==> src/rtl/iir_tdf_pkg.sv <==
`timescale 1ns / 1ps
// ----------------------------------------------------------------------------
// iir_tdf_pkg
// Widths, formats and shared types of the transposed direct form II filter.
// ----------------------------------------------------------------------------
package iir_tdf_pkg;

  // Filter order built into this instance, 0 to MAX_ORDER
  localparam int FILTER_ORDER = 3;
  localparam int MAX_ORDER    = 3;

  localparam int SAMPLE_W  = 16;
  localparam int COEF_W    = 24;
  localparam int FRAC_BITS = 20;
  localparam int STATE_W   = 48;
  localparam int PROD_W    = COEF_W + SAMPLE_W;
  localparam int ACC_W     = STATE_W + 2;

  localparam int NUM_REGS    = 7;
  localparam int REG_IDX_W   = 3;
  localparam int TAP_W       = 2;   // indexes the delay elements
  localparam int NUM_IDX_W   = 2;   // indexes b0..b3

  // Register indexes on the write port
  localparam logic [REG_IDX_W-1:0] REG_NUM_TAP0 = 3'd0;
  localparam logic [REG_IDX_W-1:0] REG_NUM_TAP1 = 3'd1;
  localparam logic [REG_IDX_W-1:0] REG_NUM_TAP2 = 3'd2;
  localparam logic [REG_IDX_W-1:0] REG_NUM_TAP3 = 3'd3;
  localparam logic [REG_IDX_W-1:0] REG_DEN_TAP1 = 3'd4;
  localparam logic [REG_IDX_W-1:0] REG_DEN_TAP2 = 3'd5;
  localparam logic [REG_IDX_W-1:0] REG_DEN_TAP3 = 3'd6;

  localparam logic signed [COEF_W-1:0] NUM_TAP0_RESET = 24'sd1048576;

  // Request codes
  localparam logic REQ_FILTER = 1'b0;
  localparam logic REQ_CLEAR  = 1'b1;

  // One operation for the shared multiply-accumulate unit
  typedef struct packed {
    logic             valid;
    logic             load;   // start from the preload value
    logic             neg;    // subtract the product
    logic             wb;     // accumulator is final after this product
    logic             is_y;   // final value is the output sum
    logic [TAP_W-1:0] tap;    // otherwise: delay element to update
  } mac_op_t;

  typedef struct packed {
    logic             valid;
    logic             is_y;
    logic [TAP_W-1:0] tap;
  } mac_res_t;

endpackage

==> src/rtl/iir_tdf_if.sv <==
`timescale 1ns / 1ps
// ----------------------------------------------------------------------------
// iir_tdf_if
// Valid/ready channels for filter requests and filtered samples.
// ----------------------------------------------------------------------------
interface iir_tdf_req_if;
  logic                                       valid;
  logic                                       ready;
  logic                                       req_type;
  logic signed [iir_tdf_pkg::SAMPLE_W-1:0]    sample_in;

  modport source (output valid, output req_type, output sample_in, input ready);
  modport sink   (input valid, input req_type, input sample_in, output ready);
endinterface

interface iir_tdf_rsp_if;
  logic                                       valid;
  logic                                       ready;
  logic signed [iir_tdf_pkg::SAMPLE_W-1:0]    sample_out;
  logic                                       saturated;

  modport source (output valid, output sample_out, output saturated, input ready);
  modport sink   (input valid, input sample_out, input saturated, output ready);
endinterface

==> src/rtl/iir_tdf_filter.sv <==
`timescale 1ns / 1ps
// ----------------------------------------------------------------------------
// iir_transposed_df2_filter
// Transposed direct form II IIR filter with Q3.20 coefficients, 16-bit
// samples, 48-bit delay state and a saturating output.
// ----------------------------------------------------------------------------
// A filter request runs the single multiply-accumulate unit over the b0
// term, then one b and one a product per delay element; the sequencer
// waits out the unit's two pipeline stages once for the output sample (the
// feedback products need it) and once at the end. At order 0 there is no
// delay element and no final wait. A clear request zeroes the delay line
// and returns nothing. The filtered sample waits in its own register, so
// the next request is taken while the last result is unread; a request is
// held off while the sequencer is busy and while a second sample waits
// behind it. Coefficients are written through wr_en/wr_index/wr_data; the
// user must write them only while idle, as the block itself does not
// enforce it.
module iir_transposed_df2_filter (
  input  logic                                    clk,
  input  logic                                    rst,
  input  logic                                    wr_en,
  input  logic [iir_tdf_pkg::REG_IDX_W-1:0]       wr_index,
  input  logic [iir_tdf_pkg::COEF_W-1:0]          wr_data,
  iir_tdf_req_if.sink                             req,
  iir_tdf_rsp_if.source                           rsp
);
  import iir_tdf_pkg::*;

  localparam logic [2:0] ST_IDLE  = 3'd0;
  localparam logic [2:0] ST_Y     = 3'd1;
  localparam logic [2:0] ST_WAITY = 3'd2;
  localparam logic [2:0] ST_TAP   = 3'd3;
  localparam logic [2:0] ST_DRAIN = 3'd4;

  localparam logic [TAP_W-1:0] LAST_TAP =
    TAP_W'((FILTER_ORDER > 0) ? FILTER_ORDER - 1 : 0);
  localparam logic [TAP_W-1:0] TOP_TAP = TAP_W'(MAX_ORDER - 1);

  localparam logic signed [ACC_W-1:0] ROUND_HALF = ACC_W'(1) <<< (FRAC_BITS - 1);
  localparam logic signed [ACC_W-1:0] ST_HI = (ACC_W'(1) <<< (STATE_W - 1)) - ACC_W'(1);
  localparam logic signed [ACC_W-1:0] ST_LO = -ST_HI - ACC_W'(1);
  localparam logic signed [ACC_W-1:0] Y_HI  = (ACC_W'(1) <<< (SAMPLE_W - 1)) - ACC_W'(1);
  localparam logic signed [ACC_W-1:0] Y_LO  = -Y_HI - ACC_W'(1);

  logic signed [COEF_W-1:0]   num [MAX_ORDER+1];
  logic signed [COEF_W-1:0]   den [MAX_ORDER];
  logic signed [STATE_W-1:0]  delay_line [MAX_ORDER];

  logic [2:0]                 state;
  logic [TAP_W-1:0]           tap;
  logic                       phase;
  logic signed [SAMPLE_W-1:0] x;
  logic signed [SAMPLE_W-1:0] y;
  logic                       y_sat;
  logic                       pending;
  logic                       accept;

  mac_op_t                    op;
  mac_res_t                   res;
  logic signed [COEF_W-1:0]   coef;
  logic signed [SAMPLE_W-1:0] opnd;
  logic signed [STATE_W-1:0]  preload;
  logic signed [ACC_W-1:0]    acc;
  logic signed [ACC_W-1:0]    rnd;
  logic signed [ACC_W-1:0]    y_full;
  logic signed [STATE_W-1:0]  w_clamped;

  assign req.ready = (state == ST_IDLE) && !pending;
  assign accept    = req.valid && req.ready;

  // Coefficient registers
  always_ff @(posedge clk) begin
    if (rst) begin
      num[0] <= NUM_TAP0_RESET;
      for (int i = 1; i <= MAX_ORDER; i++) num[i] <= '0;
      for (int i = 0; i < MAX_ORDER; i++) den[i] <= '0;
    end else if (wr_en) begin
      unique case (wr_index)
        REG_NUM_TAP0: num[0] <= wr_data;
        REG_NUM_TAP1: num[1] <= wr_data;
        REG_NUM_TAP2: num[2] <= wr_data;
        REG_NUM_TAP3: num[3] <= wr_data;
        REG_DEN_TAP1: den[0] <= wr_data;
        REG_DEN_TAP2: den[1] <= wr_data;
        REG_DEN_TAP3: den[2] <= wr_data;
        default: ;
      endcase
    end
  end

  // Issue one product per cycle to the shared unit in ST_Y and ST_TAP; none while waiting or idle
  always_comb begin
    op       = '0;
    coef     = num[0];
    opnd     = x;
    preload  = delay_line[0];
    op.tap   = tap;
    if (state == ST_Y) begin
      op.valid = 1'b1;
      op.load  = 1'b1;
      op.wb    = 1'b1;
      op.is_y  = 1'b1;
    end else if (state == ST_TAP) begin
      op.valid = 1'b1;
      if (!phase) begin
        coef    = num[NUM_IDX_W'(tap) + NUM_IDX_W'(1)];
        op.load = 1'b1;
        preload = (tap == TOP_TAP) ? '0 : delay_line[tap + TAP_W'(1)];
      end else begin
        coef  = den[tap];
        opnd  = y;
        op.neg = 1'b1;
        op.wb  = 1'b1;
      end
    end
  end

  iir_tdf_mac u_mac (
    .clk     (clk),
    .rst     (rst),
    .op      (op),
    .coef    (coef),
    .opnd    (opnd),
    .preload (preload),
    .acc     (acc),
    .res     (res)
  );

  // Round half up, then clip the output; clip delay elements to 48 bits
  always_comb begin
    rnd    = acc + ROUND_HALF;
    y_full = rnd >>> FRAC_BITS;
    if (acc > ST_HI) begin
      w_clamped = STATE_W'(ST_HI);
    end else if (acc < ST_LO) begin
      w_clamped = STATE_W'(ST_LO);
    end else begin
      w_clamped = STATE_W'(acc);
    end
  end

  // Sequencer
  always_ff @(posedge clk) begin
    if (rst) begin
      state <= ST_IDLE;
      tap   <= '0;
      phase <= 1'b0;
    end else begin
      unique case (state)
        ST_IDLE: begin
          if (accept && req.req_type == REQ_FILTER) state <= ST_Y;
        end
        ST_Y: state <= ST_WAITY;
        ST_WAITY: begin
          if (res.valid && res.is_y) begin
            tap   <= '0;
            phase <= 1'b0;
            state <= (FILTER_ORDER > 0) ? ST_TAP : ST_IDLE;
          end
        end
        ST_TAP: begin
          phase <= !phase;
          if (phase) begin
            if (tap == LAST_TAP) begin
              state <= ST_DRAIN;
            end else begin
              tap <= tap + TAP_W'(1);
            end
          end
        end
        ST_DRAIN: begin
          if (res.valid && !res.is_y && res.tap == LAST_TAP) state <= ST_IDLE;
        end
        default: state <= ST_IDLE;
      endcase
    end
  end

  always_ff @(posedge clk) begin
    if (accept) x <= req.sample_in;
  end

  // Delay line: zero on clear, write back each finished element
  always_ff @(posedge clk) begin
    if (rst) begin
      for (int i = 0; i < MAX_ORDER; i++) delay_line[i] <= '0;
    end else if (accept && req.req_type == REQ_CLEAR) begin
      for (int i = 0; i < MAX_ORDER; i++) delay_line[i] <= '0;
    end else if (res.valid && !res.is_y) begin
      delay_line[res.tap] <= w_clamped;
    end
  end

  // Output sample: hold it until the result register is free
  always_ff @(posedge clk) begin
    if (rst) begin
      pending   <= 1'b0;
      rsp.valid <= 1'b0;
    end else begin
      if (pending && (!rsp.valid || rsp.ready)) begin
        rsp.valid <= 1'b1;
      end else if (rsp.ready) begin
        rsp.valid <= 1'b0;
      end
      if (res.valid && res.is_y) begin
        pending <= 1'b1;
      end else if (!rsp.valid || rsp.ready) begin
        pending <= 1'b0;
      end
    end
    if (pending && (!rsp.valid || rsp.ready)) begin
      rsp.sample_out <= y;
      rsp.saturated  <= y_sat;
    end
    if (res.valid && res.is_y) begin
      if (y_full > Y_HI) begin
        y     <= SAMPLE_W'(Y_HI);
        y_sat <= 1'b1;
      end else if (y_full < Y_LO) begin
        y     <= SAMPLE_W'(Y_LO);
        y_sat <= 1'b1;
      end else begin
        y     <= y_full[SAMPLE_W-1:0];
        y_sat <= 1'b0;
      end
    end
  end

  // Checks
  a_y_only_when_waiting: assert property (@(posedge clk) disable iff (rst)
    res.valid && res.is_y |-> state == ST_WAITY)
    else $error("output sum finished outside its wait state");

  a_tap_in_range: assert property (@(posedge clk) disable iff (rst)
    res.valid && !res.is_y |-> (FILTER_ORDER > 0) && (int'(res.tap) < FILTER_ORDER))
    else $error("delay element written beyond the filter order");

  a_no_accept_while_pending: assert property (@(posedge clk) disable iff (rst)
    pending |-> !req.ready)
    else $error("request taken while an output sample is unsent");

  a_sat_at_rail: assert property (@(posedge clk) disable iff (rst)
    rsp.valid && rsp.saturated |->
      (rsp.sample_out == SAMPLE_W'(Y_HI)) || (rsp.sample_out == SAMPLE_W'(Y_LO)))
    else $error("saturation flag on a sample that is not at a rail");

endmodule

==> src/rtl/iir_tdf_mac.sv <==
`timescale 1ns / 1ps
// ----------------------------------------------------------------------------
// iir_tdf_mac
// Shared two-stage multiply-accumulate unit: registered product, then add or
// subtract into a wide accumulator that may start from a preload value.
// ----------------------------------------------------------------------------
module iir_tdf_mac (
  input  logic                                   clk,
  input  logic                                   rst,
  input  iir_tdf_pkg::mac_op_t                   op,
  input  logic signed [iir_tdf_pkg::COEF_W-1:0]  coef,
  input  logic signed [iir_tdf_pkg::SAMPLE_W-1:0] opnd,
  input  logic signed [iir_tdf_pkg::STATE_W-1:0] preload,
  output logic signed [iir_tdf_pkg::ACC_W-1:0]   acc,
  output iir_tdf_pkg::mac_res_t                  res
);
  import iir_tdf_pkg::*;

  logic signed [PROD_W-1:0]  prod;
  logic signed [STATE_W-1:0] pre1;
  mac_op_t                   op1;
  logic signed [ACC_W-1:0]   base;
  logic signed [ACC_W-1:0]   term;

  always_ff @(posedge clk) begin
    if (rst) begin
      op1.valid <= 1'b0;
    end else begin
      op1.valid <= op.valid;
    end
    op1.load <= op.load;
    op1.neg  <= op.neg;
    op1.wb   <= op.wb;
    op1.is_y <= op.is_y;
    op1.tap  <= op.tap;
    prod     <= PROD_W'(coef) * PROD_W'(opnd);
    pre1     <= preload;
  end

  always_comb begin
    base = op1.load ? ACC_W'(pre1) : acc;
    term = op1.neg ? -ACC_W'(prod) : ACC_W'(prod);
  end

  always_ff @(posedge clk) begin
    if (rst) begin
      res.valid <= 1'b0;
    end else begin
      res.valid <= op1.valid && op1.wb;
    end
    res.is_y <= op1.is_y;
    res.tap  <= op1.tap;
    if (op1.valid) begin
      acc <= base + term;
    end
  end

endmodule
==> src/flat_wrapper.sv <==
// flat-port wrapper written by rule: the top's interface ports become plain ports
module iir_transposed_df2_filter_flat import iir_tdf_pkg::*;
  (clk, rst, wr_en, wr_index, wr_data, req_valid, req_req_type, req_sample_in, req_ready, rsp_valid, rsp_sample_out, rsp_saturated, rsp_ready);
  iir_tdf_req_if req_i ();
  iir_tdf_rsp_if rsp_i ();
  input  logic clk;
  input  logic rst;
  input  logic wr_en;
  input  logic [iir_tdf_pkg::REG_IDX_W-1:0] wr_index;
  input  logic [iir_tdf_pkg::COEF_W-1:0] wr_data;
  input wire logic [$bits(req_i.valid)-1:0] req_valid;
  input wire logic [$bits(req_i.req_type)-1:0] req_req_type;
  input wire logic [$bits(req_i.sample_in)-1:0] req_sample_in;
  output wire logic [$bits(req_i.ready)-1:0] req_ready;
  output wire logic [$bits(rsp_i.valid)-1:0] rsp_valid;
  output wire logic [$bits(rsp_i.sample_out)-1:0] rsp_sample_out;
  output wire logic [$bits(rsp_i.saturated)-1:0] rsp_saturated;
  input wire logic [$bits(rsp_i.ready)-1:0] rsp_ready;
  assign req_i.valid = req_valid;
  assign req_i.req_type = req_req_type;
  assign req_i.sample_in = req_sample_in;
  assign req_ready = req_i.ready;
  assign rsp_valid = rsp_i.valid;
  assign rsp_sample_out = rsp_i.sample_out;
  assign rsp_saturated = rsp_i.saturated;
  assign rsp_i.ready = rsp_ready;
  iir_transposed_df2_filter u_core (.clk(clk), .rst(rst), .wr_en(wr_en), .wr_index(wr_index), .wr_data(wr_data), .req(req_i), .rsp(rsp_i));
endmodule
==> config.mk <==
export PLATFORM = sky130hd
export DESIGN_NAME = iir_transposed_df2_filter_flat
export DESIGN_NICKNAME = d
export VERILOG_FILES = /design/src/rtl/iir_tdf_pkg.sv /design/src/rtl/iir_tdf_if.sv /design/src/rtl/iir_tdf_filter.sv /design/src/rtl/iir_tdf_mac.sv /design/src/flat_wrapper.sv
export SDC_FILE = /design/constraint.sdc
export NUM_CORES = 2
export LEC_CHECK = 0
export BUFFER_PORTS_ARGS = -buffer_cell sky130_fd_sc_hd__buf_4
export CORE_MARGIN = 2
export CORE_UTILIZATION = 60
export DETAILED_ROUTE_END_ITERATION = 8
export PLACE_DENSITY = 0.81
export SLEW_MARGIN = 20
export SYNTH_ARGS = -nofsm -noshare
export SYNTH_HDL_FRONTEND = slang
export SYNTH_SLANG_ARGS = --single-unit
export TNS_END_PERCENT = 50
==> constraint.sdc <==
create_clock -name clk -period 10.45 [get_ports clk]
set_input_delay 0.5225 -clock clk [delete_from_list [all_inputs] [get_ports clk]]
set_output_delay 0.5225 -clock clk [all_outputs]
set_load 0.05 [all_outputs]
==> flow_summary.json <==
{
  "final_layout_size_suffix_gt1_share_pct": 11.1,
  "start_util_pct": 60.9,
  "hold-path-endpoint": "u_core.x[14]",
  "cts_tree": "done",
  "clock_skew_ns": 0.0550,
  "clk_latency_ns": 0.64,
  "antenna_left": 0,
  "wire_per_inst_um": 22.7,
  "dp.cells": 4501,
  "syn-cell-area_um2": 40300,
  "relSlewSlack_pct": 28.3,
  "routed_wl_um": 104000,
  "grt_max_degree": 55,
  "dp_hpwl_um": 75000,
  "yosysTopAreaCell": "edfxtp_1",
  "outcome": "finished clean",
  "clock-sinks": 569,
  "required_ns": 10.92,
  "worst_setup_path_end_kind": "flop",
  "synth_compound_gate_area_share_pct": 8.06,
  "grt_overflow": 0,
  "final.min_clock_period_ns": 8.96,
  "synth_fp_nets": 4258,
  "async_reset_ff_share_pct": 0,
  "ys_warn_count": 0,
  "place_congestion": 0.972,
  "clk_pin_slew_ns": 0.06,
  "rows": 94,
  "synth_cell_type_count": 81,
  "cts.htree.levels": 2,
  "cap_viol_max_count": 0,
  "grt_usage_pct": 30.4,
  "setup_viol": 0,
  "antenna_found_initial": 1,
  "cts_made_buffers": 56,
  "regToRegSetupSlack_ns": 1.49,
  "synth.mux.area_fraction_pct": 7.44,
  "synth_area_leaders": "edfxtp_1 34%, fa_1 19%, dfxtp_1 5.4%",
  "area_growth_syn_to_layout_pct": 8.20,
  "post-cts-setup-buffers": 0,
  "synth_adder_area_share_pct": 23.3,
  "core_um2": 66100,
  "dr.first_iter.drc_count": 3277,
  "ys_seq_elements": 569,
  "min_from": "req_sample_in[14]",
  "hold_buffers": 0,
  "dieHeight_um": 263,
  "grt_pass1_wl_um": 161000,
  "path_max_fanout": 54,
  "cts_root_buffer": "clkbuf_16",
  "io_buffers": 67,
  "synth_top_family_by_area": "adder cells",
  "num_vias": 28200,
  "yosysSeqAreaShare_pct": 39.7,
  "die_w_um": 263,
  "reg2reg_to": "u_core.u_mac.prod[36]",
  "fmax_ghz": 0.112,
  "hold_viol": 0,
  "rsz0062_at_grt": "false",
  "hp-class": "in -> reg",
  "period_share_pct": 85.8,
  "ios": 68,
  "r2r_start": "u_core.tap[0]",
  "synth_xor_area_share_pct": 3.11,
  "fin_util_pct": 65.9,
  "grt_pass1_vias": 28500,
  "yosys.area_share.simple_pct": 11.8,
  "post_cts_resized": 0,
  "holdPathStages": 1,
  "finalNonFillerCells": 4608,
  "cp_slowest_stage_delay_ns": 0.74,
  "synthCells": 3684,
  "drt_pass1_iterations": 6,
  "cp-start-kind": "flop",
  "ys.flop_type": "edfxtp_1",
  "cts_max_path_buffers": 3,
  "maxSlewViolCount": 0,
  "worstSetupPathType": "reg -> reg",
  "worstMarginPinSlew_ns": 1.07,
  "remaining_drc_errors": 0,
  "die-area_um2": 69200,
  "yosys.area.top_type_share_pct": 34.3,
  "finalSetupTns_ns": 0,
  "worst_r2r_path_depth": 29,
  "final_nets": 4269,
  "critPathArrivalTime_ns": 9.44,
  "synth_edf_count": 460,
  "post_drt_via_cell_ratio": 6.12,
  "final_cell_mix": "533 x inv_1, 460 x edfxtp_1, 380 x nand2_1",
  "slowest_stage": "buf_4",
  "postSynthAreaPerCell_um2": 10.9,
  "final_common_cell": "inv_1"
}
## area by class of cell
| type | instances | area, um^2 |
|---|---|---|
| timing repair buffer | 117 | 878 |
| antenna | 1 | 2.50 |
| tap | 864 | 1080 |
| multi-input combinational | 2418 | 21700 |
| inverter | 533 | 2000 |
| clock inverter | 24 | 214 |
| sequential | 569 | 16000 |
| clock buffer | 82 | 1660 |
| fill | 4842 | 22500 |
## routing by layer
metal / GRT usage, % / routed length (um)
met1: 41.9 / 40700
met2: 46.7 / 47300
met3: 8.78 / 13000
met4: 9.81 / 3320
met5: 0 / 17
## state kept, by name, indices dropped and copies added (netlist names), 2 cells and up, named ones only
register,count
u_core.u_mac.op1,7
u_core.delay_line,192
u_core.rsp.sample_out,16
u_core.state,3
u_core.u_mac.prod,40
u_core.num,96
u_core.u_mac.acc,50
u_core.u_mac.res,4
u_core.x,16
u_core.den,72
u_core.u_mac.pre1,48
u_core.y,16
u_core.tap,2
## worst max-delay path, delay by kind of cell (launching register included)
family | cells | cell delay [ns]
xor+xnor | 1 | 0.16
compound gates | 7 | 1.16
flops | 1 | 0.66
simple gates | 4 | 0.73
fa+ha+maj | 8 | 4.09
mux | 2 | 0.69
buf+inv | 7 | 1.27
## synthesized netlist by cell type, types with 5 or more instances
master    count
a211oi_1     11
a21o_1       51
a21oi_1     167
a221o_1       6
a22o_1       48
a31o_2        8
a31oi_1      11
and2_0        5
and2_1      135
and3_1       19
and4_1        8
buf_1         9
buf_2         9
clkbuf_1    145
dfxtp_1     109
edfxtp_1    460
fa_1        375
ha_1        150
inv_1       533
mux2_2       83
mux2i_1      44
mux4_2       72
nand2_1     385
nand2b_1     13
nand3_1      29
nand4_1      19
nor2_1      355
nor2b_1      15
nor3_1       22
nor4_1        7
o211ai_1      7
o21a_1        6
o21ai_0     108
o21bai_1     21
o22ai_1       5
o31ai_1      10
o41ai_1      10
or3_1         9
xnor2_1     107
xor2_1       34
## worst max-delay path by stage
stage                             start                    end
after global routing      u_core.tap[0]  u_core.u_mac.prod[37]
after CTS                 u_core.tap[0]  u_core.u_mac.prod[36]
after floorplan           u_core.tap[0]  u_core.u_mac.prod[36]
final                     u_core.tap[0]  u_core.u_mac.prod[36]
after global placement    u_core.tap[0]  u_core.u_mac.prod[36]
after detailed placement  u_core.tap[0]  u_core.u_mac.prod[36]
## stage by stage
step	hold WS (ns)	setup slack [ns]	instance area (um^2)
after floorplan	0.310	1.37	40300
after global placement	0.313	1.64	41700
after detailed placement	0.315	1.58	41700
after CTS	0.0314	1.48	43600
after global routing	0.0405	1.01	43600
final	0.0581	1.49	43600
## kinds of logic after synthesis
logic type,count (synthesis)
flip-flops,569
XOR/XNOR,142
multiplexers,199
buffers and inverters,697
AO/OA/AOI/OAI,504
adder cells (fa/ha/maj),525
AND/OR/NAND/NOR,1048
Power is left out: the tool's default activity adds up to more than one toggle a clock period on the data nets, which glitch-free logic cannot reach.
